--- src/rtl/atot_pkg.sv ---
// ----------------------------------------------------------------------------
// atot_pkg
// Shared widths, limits and divider request/response types for the
// average time over threshold block.
// ----------------------------------------------------------------------------
package atot_pkg;

    // Field and state widths
    localparam int SAMPLE_W = 16;
    localparam int CTR_W    = 13;
    localparam int SUM_W    = 13;
    localparam int RUNS_W   = 12;
    localparam int AVG_W    = 13;

    // Saturation limits
    localparam logic [CTR_W-1:0]  CTR_MAX  = {CTR_W{1'b1}};
    localparam logic [SUM_W-1:0]  SUM_MAX  = {SUM_W{1'b1}};
    localparam logic [RUNS_W-1:0] RUNS_MAX = {RUNS_W{1'b1}};

    // Divider: one quotient bit per step
    localparam int DIV_STEPS = SUM_W;
    localparam int DIV_CNT_W = $clog2(DIV_STEPS);

    // Request to the divider
    typedef struct packed {
        logic              start;
        logic [SUM_W-1:0]  dividend;
        logic [RUNS_W-1:0] divisor;
    } div_req_t;

    // Response from the divider
    typedef struct packed {
        logic             busy;
        logic             done;
        logic [SUM_W-1:0] quotient;
    } div_rsp_t;

endpackage

--- src/rtl/atot_div.sv ---
// ----------------------------------------------------------------------------
// atot_div
// Restoring divider: one shared subtractor, one quotient bit per cycle.
// ----------------------------------------------------------------------------
module atot_div (
    input  logic                aclk,
    input  logic                aresetn,
    input  atot_pkg::div_req_t  req,
    output atot_pkg::div_rsp_t  rsp
);

    logic                            busy_reg, busy_next;
    logic                            done_reg, done_next;
    logic [atot_pkg::DIV_CNT_W-1:0]  cnt_reg, cnt_next;
    logic [atot_pkg::RUNS_W-1:0]     rem_reg, rem_next;
    logic [atot_pkg::SUM_W-1:0]      quo_reg, quo_next;
    logic [atot_pkg::RUNS_W-1:0]     dvsr_reg, dvsr_next;

    logic [atot_pkg::SUM_W-1:0]      trial;
    logic [atot_pkg::SUM_W:0]        diff;
    logic                            fits;

    // Shared trial subtraction
    assign trial = {rem_reg, quo_reg[atot_pkg::SUM_W-1]};
    assign diff  = {1'b0, trial} - {2'b00, dvsr_reg};
    assign fits  = ~diff[atot_pkg::SUM_W];

    // Step sequencing
    always_comb begin
        busy_next = busy_reg;
        done_next = 1'b0;
        cnt_next  = cnt_reg;
        rem_next  = rem_reg;
        quo_next  = quo_reg;
        dvsr_next = dvsr_reg;
        if (req.start) begin
            busy_next = 1'b1;
            cnt_next  = atot_pkg::DIV_CNT_W'(atot_pkg::DIV_STEPS - 1);
            rem_next  = '0;
            quo_next  = req.dividend;
            dvsr_next = req.divisor;
        end else if (busy_reg) begin
            rem_next = fits ? diff[atot_pkg::RUNS_W-1:0] : trial[atot_pkg::RUNS_W-1:0];
            quo_next = {quo_reg[atot_pkg::SUM_W-2:0], fits};
            if (cnt_reg == '0) begin
                busy_next = 1'b0;
                done_next = 1'b1;
            end else begin
                cnt_next = cnt_reg - 1'b1;
            end
        end
    end

    always_ff @(posedge aclk) begin
        if (!aresetn) begin
            busy_reg <= 1'b0;
            done_reg <= 1'b0;
            cnt_reg  <= '0;
        end else begin
            busy_reg <= busy_next;
            done_reg <= done_next;
            cnt_reg  <= cnt_next;
        end
        rem_reg  <= rem_next;
        quo_reg  <= quo_next;
        dvsr_reg <= dvsr_next;
    end

    assign rsp.busy     = busy_reg;
    assign rsp.done     = done_reg;
    assign rsp.quotient = quo_reg;

`ifndef SYNTHESIS
    // A finished division always follows a busy period
    a_done_after_busy: assert property (@(posedge aclk) disable iff (!aresetn)
        done_reg |-> !busy_reg && $past(busy_reg))
        else $error("divider done without a preceding busy period");

    // Step count holds while idle unless a new division starts
    a_count_idle: assert property (@(posedge aclk) disable iff (!aresetn)
        !busy_reg |=> (cnt_reg == $past(cnt_reg)) || $past(req.start))
        else $error("divider step count moved while idle");

    // A start always arms the counter for a full division
    a_start_arms: assert property (@(posedge aclk) disable iff (!aresetn)
        req.start |=> busy_reg &&
            (cnt_reg == atot_pkg::DIV_CNT_W'(atot_pkg::DIV_STEPS - 1)))
        else $error("divider start did not arm a full division");
`endif

endmodule

--- src/rtl/average_time_over_threshold_core.sv ---
// ----------------------------------------------------------------------------
// average_time_over_threshold_core
// Mean length of over-threshold runs per segment of signed samples.
// ----------------------------------------------------------------------------
// One request is taken at a time. An ordinary sample is registered on
// acceptance and then updates the run state before the next one can be
// accepted. A sample flagged last with completed runs adds a division in
// a shared restoring divider (one quotient bit per cycle), then a step to
// take the quotient and one to load the output register; with no completed
// run the result is 0 and no division is made. The result sits in an output
// register, so the next sample may be taken while it waits on m_ready; a new
// result that finds that register still occupied waits for m_ready and holds
// off further samples meanwhile. The threshold is written through
// cfg_wr_en/cfg_wr_data; the user must write it only while idle, as the block
// itself does not enforce this.
module average_time_over_threshold_core (
    input  logic                                aclk,
    input  logic                                aresetn,
    // configuration
    input  logic                                cfg_wr_en,
    input  logic signed [atot_pkg::SAMPLE_W-1:0] cfg_wr_data,
    // sample requests
    input  logic                                s_valid,
    output logic                                s_ready,
    input  logic signed [atot_pkg::SAMPLE_W-1:0] s_sample,
    input  logic                                s_is_first,
    input  logic                                s_is_last,
    // result requests
    output logic                                m_valid,
    input  logic                                m_ready,
    output logic [atot_pkg::AVG_W-1:0]          m_average_duration
);

    typedef enum logic [3:0] {
        ST_IDLE   = 4'b0001,
        ST_UPDATE = 4'b0010,
        ST_DIV    = 4'b0100,
        ST_RESULT = 4'b1000
    } state_t;

    state_t                              state_reg, state_next;
    logic signed [atot_pkg::SAMPLE_W-1:0] thr_reg;
    logic signed [atot_pkg::SAMPLE_W-1:0] sample_reg;
    logic                                first_reg, last_reg;

    logic                                above_reg, above_next;
    logic [atot_pkg::CTR_W-1:0]          ctr_reg, ctr_next;
    logic [atot_pkg::SUM_W-1:0]          sum_reg, sum_next;
    logic [atot_pkg::RUNS_W-1:0]         runs_reg, runs_next;

    logic [atot_pkg::AVG_W-1:0]          result_reg, result_next;
    logic                                m_valid_reg, m_valid_next;
    logic [atot_pkg::AVG_W-1:0]          m_avg_reg, m_avg_next;

    logic                                over;
    logic [atot_pkg::SUM_W:0]            sum_wide;
    logic [atot_pkg::CTR_W-1:0]          ctr_mid;
    logic                                accept;

    atot_pkg::div_req_t                  div_req;
    atot_pkg::div_rsp_t                  div_rsp;

    assign accept  = s_valid && s_ready;
    assign s_ready = (state_reg == ST_IDLE);
    assign over    = (sample_reg >= thr_reg);
    assign sum_wide = {1'b0, sum_reg} + {1'b0, ctr_reg};

    // Run state update for one sample
    always_comb begin
        above_next = above_reg;
        ctr_mid    = ctr_reg;
        sum_next   = sum_reg;
        runs_next  = runs_reg;
        ctr_next   = ctr_reg;
        if (first_reg) begin
            above_next = over;
            ctr_next   = atot_pkg::CTR_W'(1);
            sum_next   = '0;
            runs_next  = '0;
        end else begin
            if (above_reg && !over) begin
                sum_next   = sum_wide[atot_pkg::SUM_W] ? atot_pkg::SUM_MAX
                                                       : sum_wide[atot_pkg::SUM_W-1:0];
                runs_next  = (runs_reg == atot_pkg::RUNS_MAX) ? runs_reg
                                                              : runs_reg + 1'b1;
                ctr_mid    = '0;
                above_next = 1'b0;
            end else if (!above_reg && over) begin
                ctr_mid    = '0;
                above_next = 1'b1;
            end
            ctr_next = (ctr_mid == atot_pkg::CTR_MAX) ? ctr_mid : ctr_mid + 1'b1;
        end
    end

    // Divider request
    assign div_req.start    = (state_reg == ST_UPDATE) && last_reg && (runs_next != '0);
    assign div_req.dividend = sum_next;
    assign div_req.divisor  = runs_next;

    atot_div u_div (
        .aclk    (aclk),
        .aresetn (aresetn),
        .req     (div_req),
        .rsp     (div_rsp)
    );

    // Sequencer and output register
    always_comb begin
        state_next   = state_reg;
        result_next  = result_reg;
        m_valid_next = m_valid_reg;
        m_avg_next   = m_avg_reg;
        if (m_valid_reg && m_ready) begin
            m_valid_next = 1'b0;
        end
        unique case (state_reg)
            ST_IDLE: begin
                if (accept) begin
                    state_next = ST_UPDATE;
                end
            end
            ST_UPDATE: begin
                if (!last_reg) begin
                    state_next = ST_IDLE;
                end else if (runs_next == '0) begin
                    result_next = '0;
                    state_next  = ST_RESULT;
                end else begin
                    state_next = ST_DIV;
                end
            end
            ST_DIV: begin
                if (div_rsp.done) begin
                    result_next = div_rsp.quotient;
                    state_next  = ST_RESULT;
                end
            end
            ST_RESULT: begin
                if (!m_valid_reg || m_ready) begin
                    m_valid_next = 1'b1;
                    m_avg_next   = result_reg;
                    state_next   = ST_IDLE;
                end
            end
            default: begin
                state_next = ST_IDLE;
            end
        endcase
    end

    always_ff @(posedge aclk) begin
        if (!aresetn) begin
            state_reg   <= ST_IDLE;
            thr_reg     <= '0;
            above_reg   <= 1'b0;
            ctr_reg     <= '0;
            sum_reg     <= '0;
            runs_reg    <= '0;
            m_valid_reg <= 1'b0;
        end else begin
            state_reg   <= state_next;
            m_valid_reg <= m_valid_next;
            if (cfg_wr_en) begin
                thr_reg <= cfg_wr_data;
            end
            if (state_reg == ST_UPDATE) begin
                above_reg <= above_next;
                ctr_reg   <= ctr_next;
                sum_reg   <= sum_next;
                runs_reg  <= runs_next;
            end
        end
        if (accept) begin
            sample_reg <= s_sample;
            first_reg  <= s_is_first;
            last_reg   <= s_is_last;
        end
        result_reg <= result_next;
        m_avg_reg  <= m_avg_next;
    end

    assign m_valid            = m_valid_reg;
    assign m_average_duration = m_avg_reg;

`ifndef SYNTHESIS
    // An accepted sample is always applied in the next cycle
    a_accept_update: assert property (@(posedge aclk) disable iff (!aresetn)
        accept |=> state_reg == ST_UPDATE)
        else $error("accepted sample not applied");

    // Run state holds while a division is in flight
    a_sum_stable_div: assert property (@(posedge aclk) disable iff (!aresetn)
        (state_reg == ST_DIV) |=> $stable(sum_reg) && $stable(runs_reg))
        else $error("run state changed during division");

    // The mean never exceeds the summed duration
    a_quot_bound: assert property (@(posedge aclk) disable iff (!aresetn)
        (state_reg == ST_DIV && div_rsp.done) |-> div_rsp.quotient <= sum_reg)
        else $error("quotient above dividend");

    // A result is only loaded when the output register is free or draining
    a_no_overwrite: assert property (@(posedge aclk) disable iff (!aresetn)
        (m_valid_reg && !m_ready) |=> m_valid_reg && $stable(m_avg_reg))
        else $error("pending result overwritten");
`endif

endmodule
--- config.mk ---
export PLATFORM = sky130hd
export DESIGN_NAME = average_time_over_threshold_core
export DESIGN_NICKNAME = d
export VERILOG_FILES = /design/src/rtl/atot_pkg.sv /design/src/rtl/atot_div.sv /design/src/rtl/average_time_over_threshold_core.sv
export SDC_FILE = /design/constraint.sdc
export NUM_CORES = 1
export LEC_CHECK = 0
export BUFFER_PORTS_ARGS = -buffer_cell sky130_fd_sc_hd__buf_2
export CAP_MARGIN = 20
export CORE_ASPECT_RATIO = 1.4
export CORE_UTILIZATION = 40
export CTS_CLUSTER_DIAMETER = 80
export DETAILED_ROUTE_END_ITERATION = 8
export SLEW_MARGIN = 30
export SYNTH_ARGS = -nofsm -noshare
export SYNTH_HDL_FRONTEND = slang
export SYNTH_SLANG_ARGS = --single-unit
--- constraint.sdc ---
create_clock -name aclk -period 4.3 [get_ports aclk]
set_clock_uncertainty 0.15 [all_clocks]
set_input_delay 0.215 -clock aclk [delete_from_list [all_inputs] [get_ports aclk]]
set_output_delay 0.215 -clock aclk [all_outputs]
set_load 0.005 [all_outputs]
==> impl_metrics.json <==
{
  "outcome": "finished, final reports clean",
  "ff2ff_path_depth": 11,
  "ir_worst_vdd_uv": 270,
  "timing.final.hold_violations": 0,
  "ys.flop_type": "dfxtp_1",
  "cp_slowest_cell": "a2111o_1",
  "finalCritPeriodShare": 0.954,
  "netlist_area_mm2": 0.00787,
  "clkLatencyLatePin_ns": 0.42,
  "crit_required_ns": 4.33,
  "ys_async_sr_fraction": 0,
  "cts_root_buffer": "clkbuf_16",
  "cp-start-kind": "register",
  "crit_type": "reg2reg",
  "place_congestion": 0.822,
  "diodes": 0,
  "nets": 971,
  "crit_end": "u_div.quo_reg[7]",
  "ys_seq_elements": 147,
  "cp-startpoint": "sample_reg[15]",
  "drc": 0,
  "ys_seq_area_frac": 0.462,
  "drive_above_1_share": 0.167,
  "crit_fanout": 14,
  "synth_xor_area_frac": 0.0223,
  "r2r-start": "sample_reg[15]",
  "cts_setup_buffers": 0,
  "cp_slowest_stage_delay_ns": 0.46,
  "fmax_mhz": 244,
  "synth_cells": 787,
  "reg2reg_to": "u_div.quo_reg[7]",
  "worstPathArrival_ns": 4.13,
  "fillers": 1810,
  "antenna_found_initial": 0,
  "wire_per_inst_um": 14.3,
  "cts.sinks": 147,
  "die_height_um": 168,
  "rows": 60,
  "period_needed_ns": 4.10,
  "hpwl_um": 11400,
  "synthAdderAreaFrac": 0.0767,
  "maxCapViolations": 0,
  "syn_avg_cell_area_um2": 10.0,
  "routed_wl_um": 16400,
  "multi_input_area_mm2": 0.00386,
  "vias": 5941,
  "synthSimpleGateAreaFrac": 0.171,
  "path_cells": "ha_1, nand4_4, a2111o_1, a31o_2, a2111oi_1, mux2_2, nor4_1, nand4bb_1, nor2b_4, buf_4, mux2_4",
  "muxShareOfSynthArea": 0.0526,
  "first_pass_iters": 4,
  "synth_edf_count": 69,
  "cts_buffers": 17,
  "clk_pin_slew_worst_paths_ns": 0.07,
  "synth_warnings": 0,
  "drtIter0Drc": 361,
  "layout_commonest_cell": "dfxtp_1",
  "clockBufferDepth": 2,
  "regArea_mm2": 0.00363,
  "synth_top_family_by_area": "simple AND/OR/NAND/NOR gates",
  "setup-tns-final_ns": 0,
  "grt_usage": 0.174,
  "cts_tree": "done",
  "initial_utilization": 0.409,
  "grt_pass1_vias": 5951,
  "endpoint_kind": "register",
  "cts.htree.levels": 4,
  "synth_compound_area_frac": 0.166,
  "relSlewSlack": 0.572,
  "design.core.area_mm2": 0.0192,
  "routed_via_density": 5.18,
  "syn_nets": 873,
  "grt_setup_unrepaired": "false",
  "powerDensity_mw_per_mm2": 346,
  "grt_pass1_wl_um": 28200,
  "fin_util": 0.492,
  "final_cell_mix": "dfxtp_1, edfxtp_1, nand2_1",
  "p_leak_nw": 3.69,
  "antenna_left": 0,
  "die_w_um": 121,
  "grt_overflow": 0,
  "r2r_slack_ns": 0.20,
  "setup_viol": 0,
  "io_buffers": 53,
  "dieArea_mm2": 0.0202,
  "syn2layout_area_growth_pct": 20.1,
  "finalMaxSlewViolations": 0,
  "io_pins": 54,
  "grt_max_degree": 49,
  "synth_cell_types": 69,
  "worst_pin_slew_ns": 0.642,
  "hold_class": "in2reg"
}
layout make-up:
type | count | area share
clock inverters | 15 | 0.0189
flip-flops and latches | 147 | 0.385
repair buffers | 115 | 0.0869
well taps | 248 | 0.0328
inverters | 59 | 0.0234
clock buffers | 17 | 0.0450
multi-input cells | 545 | 0.408
worst max-delay path: cells and delay by family, from the launching register on:
family          cells  cell delay, ns
compound gates      3            1.16
flops               1            0.37
fa+ha+maj           1            0.39
mux                 2            0.72
simple gates        4            0.86
buf+inv             1            0.20
kinds of logic after synthesis:
kind of cell,count (synthesis)
compound gates,183
xor+xnor,20
fa+ha+maj,47
buf+inv,95
flops,147
mux,40
simple gates,255
cell usage after synthesis, types with 7 or more instances:
| cell type | number | area (µm²) |
|---|---|---|
| xor2_1 | 12 | 105 |
| o211ai_1 | 7 | 52.6 |
| edfxtp_1 | 69 | 2070 |
| dfxtp_1 | 78 | 1560 |
| or2_2 | 7 | 43.8 |
| xnor2_1 | 8 | 70.1 |
| inv_1 | 59 | 221 |
| o21a_1 | 12 | 90.1 |
| o221a_2 | 10 | 113 |
| a21oi_1 | 44 | 220 |
| mux2_2 | 7 | 78.8 |
| nor2b_1 | 30 | 188 |
| nand2b_1 | 9 | 56.3 |
| o21ai_0 | 29 | 145 |
| a21boi_0 | 23 | 173 |
| ha_1 | 45 | 563 |
| and3_1 | 9 | 56.3 |
| mux2i_1 | 32 | 320 |
| nand2_1 | 61 | 229 |
| clkbuf_1 | 28 | 105 |
| nand3_1 | 10 | 50.1 |
| nor4_1 | 15 | 93.8 |
| nor3_1 | 9 | 45.0 |
| nor2_1 | 56 | 210 |
| nand4_1 | 11 | 68.8 |
| a31oi_1 | 11 | 68.8 |
| a21o_1 | 7 | 52.6 |
| a211oi_1 | 12 | 90.1 |
| and2_1 | 10 | 62.6 |
timing repair:
item / in CTS / in global routing
endpoints found under the setup margin: 0 / 18
gates resized for setup: 0 / 1
hold buffers: 36 / 0
endpoints found under the hold margin: 37 / 0
metrics by stage:
step           setup WS (ns)  power, mW  cell area (µm²)  hold slack, ns  cells
2_1_floorplan          0.104       1.71             7870           0.164    787
3_3_place_gp           0.270       1.79             8480           0.242   1078
3_5_place_dp           0.160       1.80             8480           0.243   1078
4_1_cts                0.130       3.31             9440          0.0967   1146
5_1_grt               0.0162       3.41             9450           0.130   1146
6_report               0.198       3.27             9450           0.108   1146
worst min path at each step:
stage,start,end,cells past startpoint
3_3_place_gp,s_sample[0],sample_reg[0],1
5_1_grt,aresetn,runs_reg[3],2
3_5_place_dp,s_sample[8],sample_reg[8],1
4_1_cts,aresetn,runs_reg[1],2
2_1_floorplan,s_is_first,first_reg,0
6_report,aresetn,runs_reg[4],2
metal layers:
layer,up-vias,track usage,share of wire
li1,3048,-,-
met1,2754,0.215,0.46
met2,120,0.303,0.49
met3,19,0.0329,0.035
met4,0,0.0607,0.014
met5,-,0,0
power breakdown:
group / switching, mW / leakage [nW] / internal (mW)
clock network: 0.691 / 0.297 / 0.790
registers: 0.0229 / 1.30 / 1.49
logic: 0.150 / 2.10 / 0.128
No activity file was read; power rests on OpenSTA's default activity.
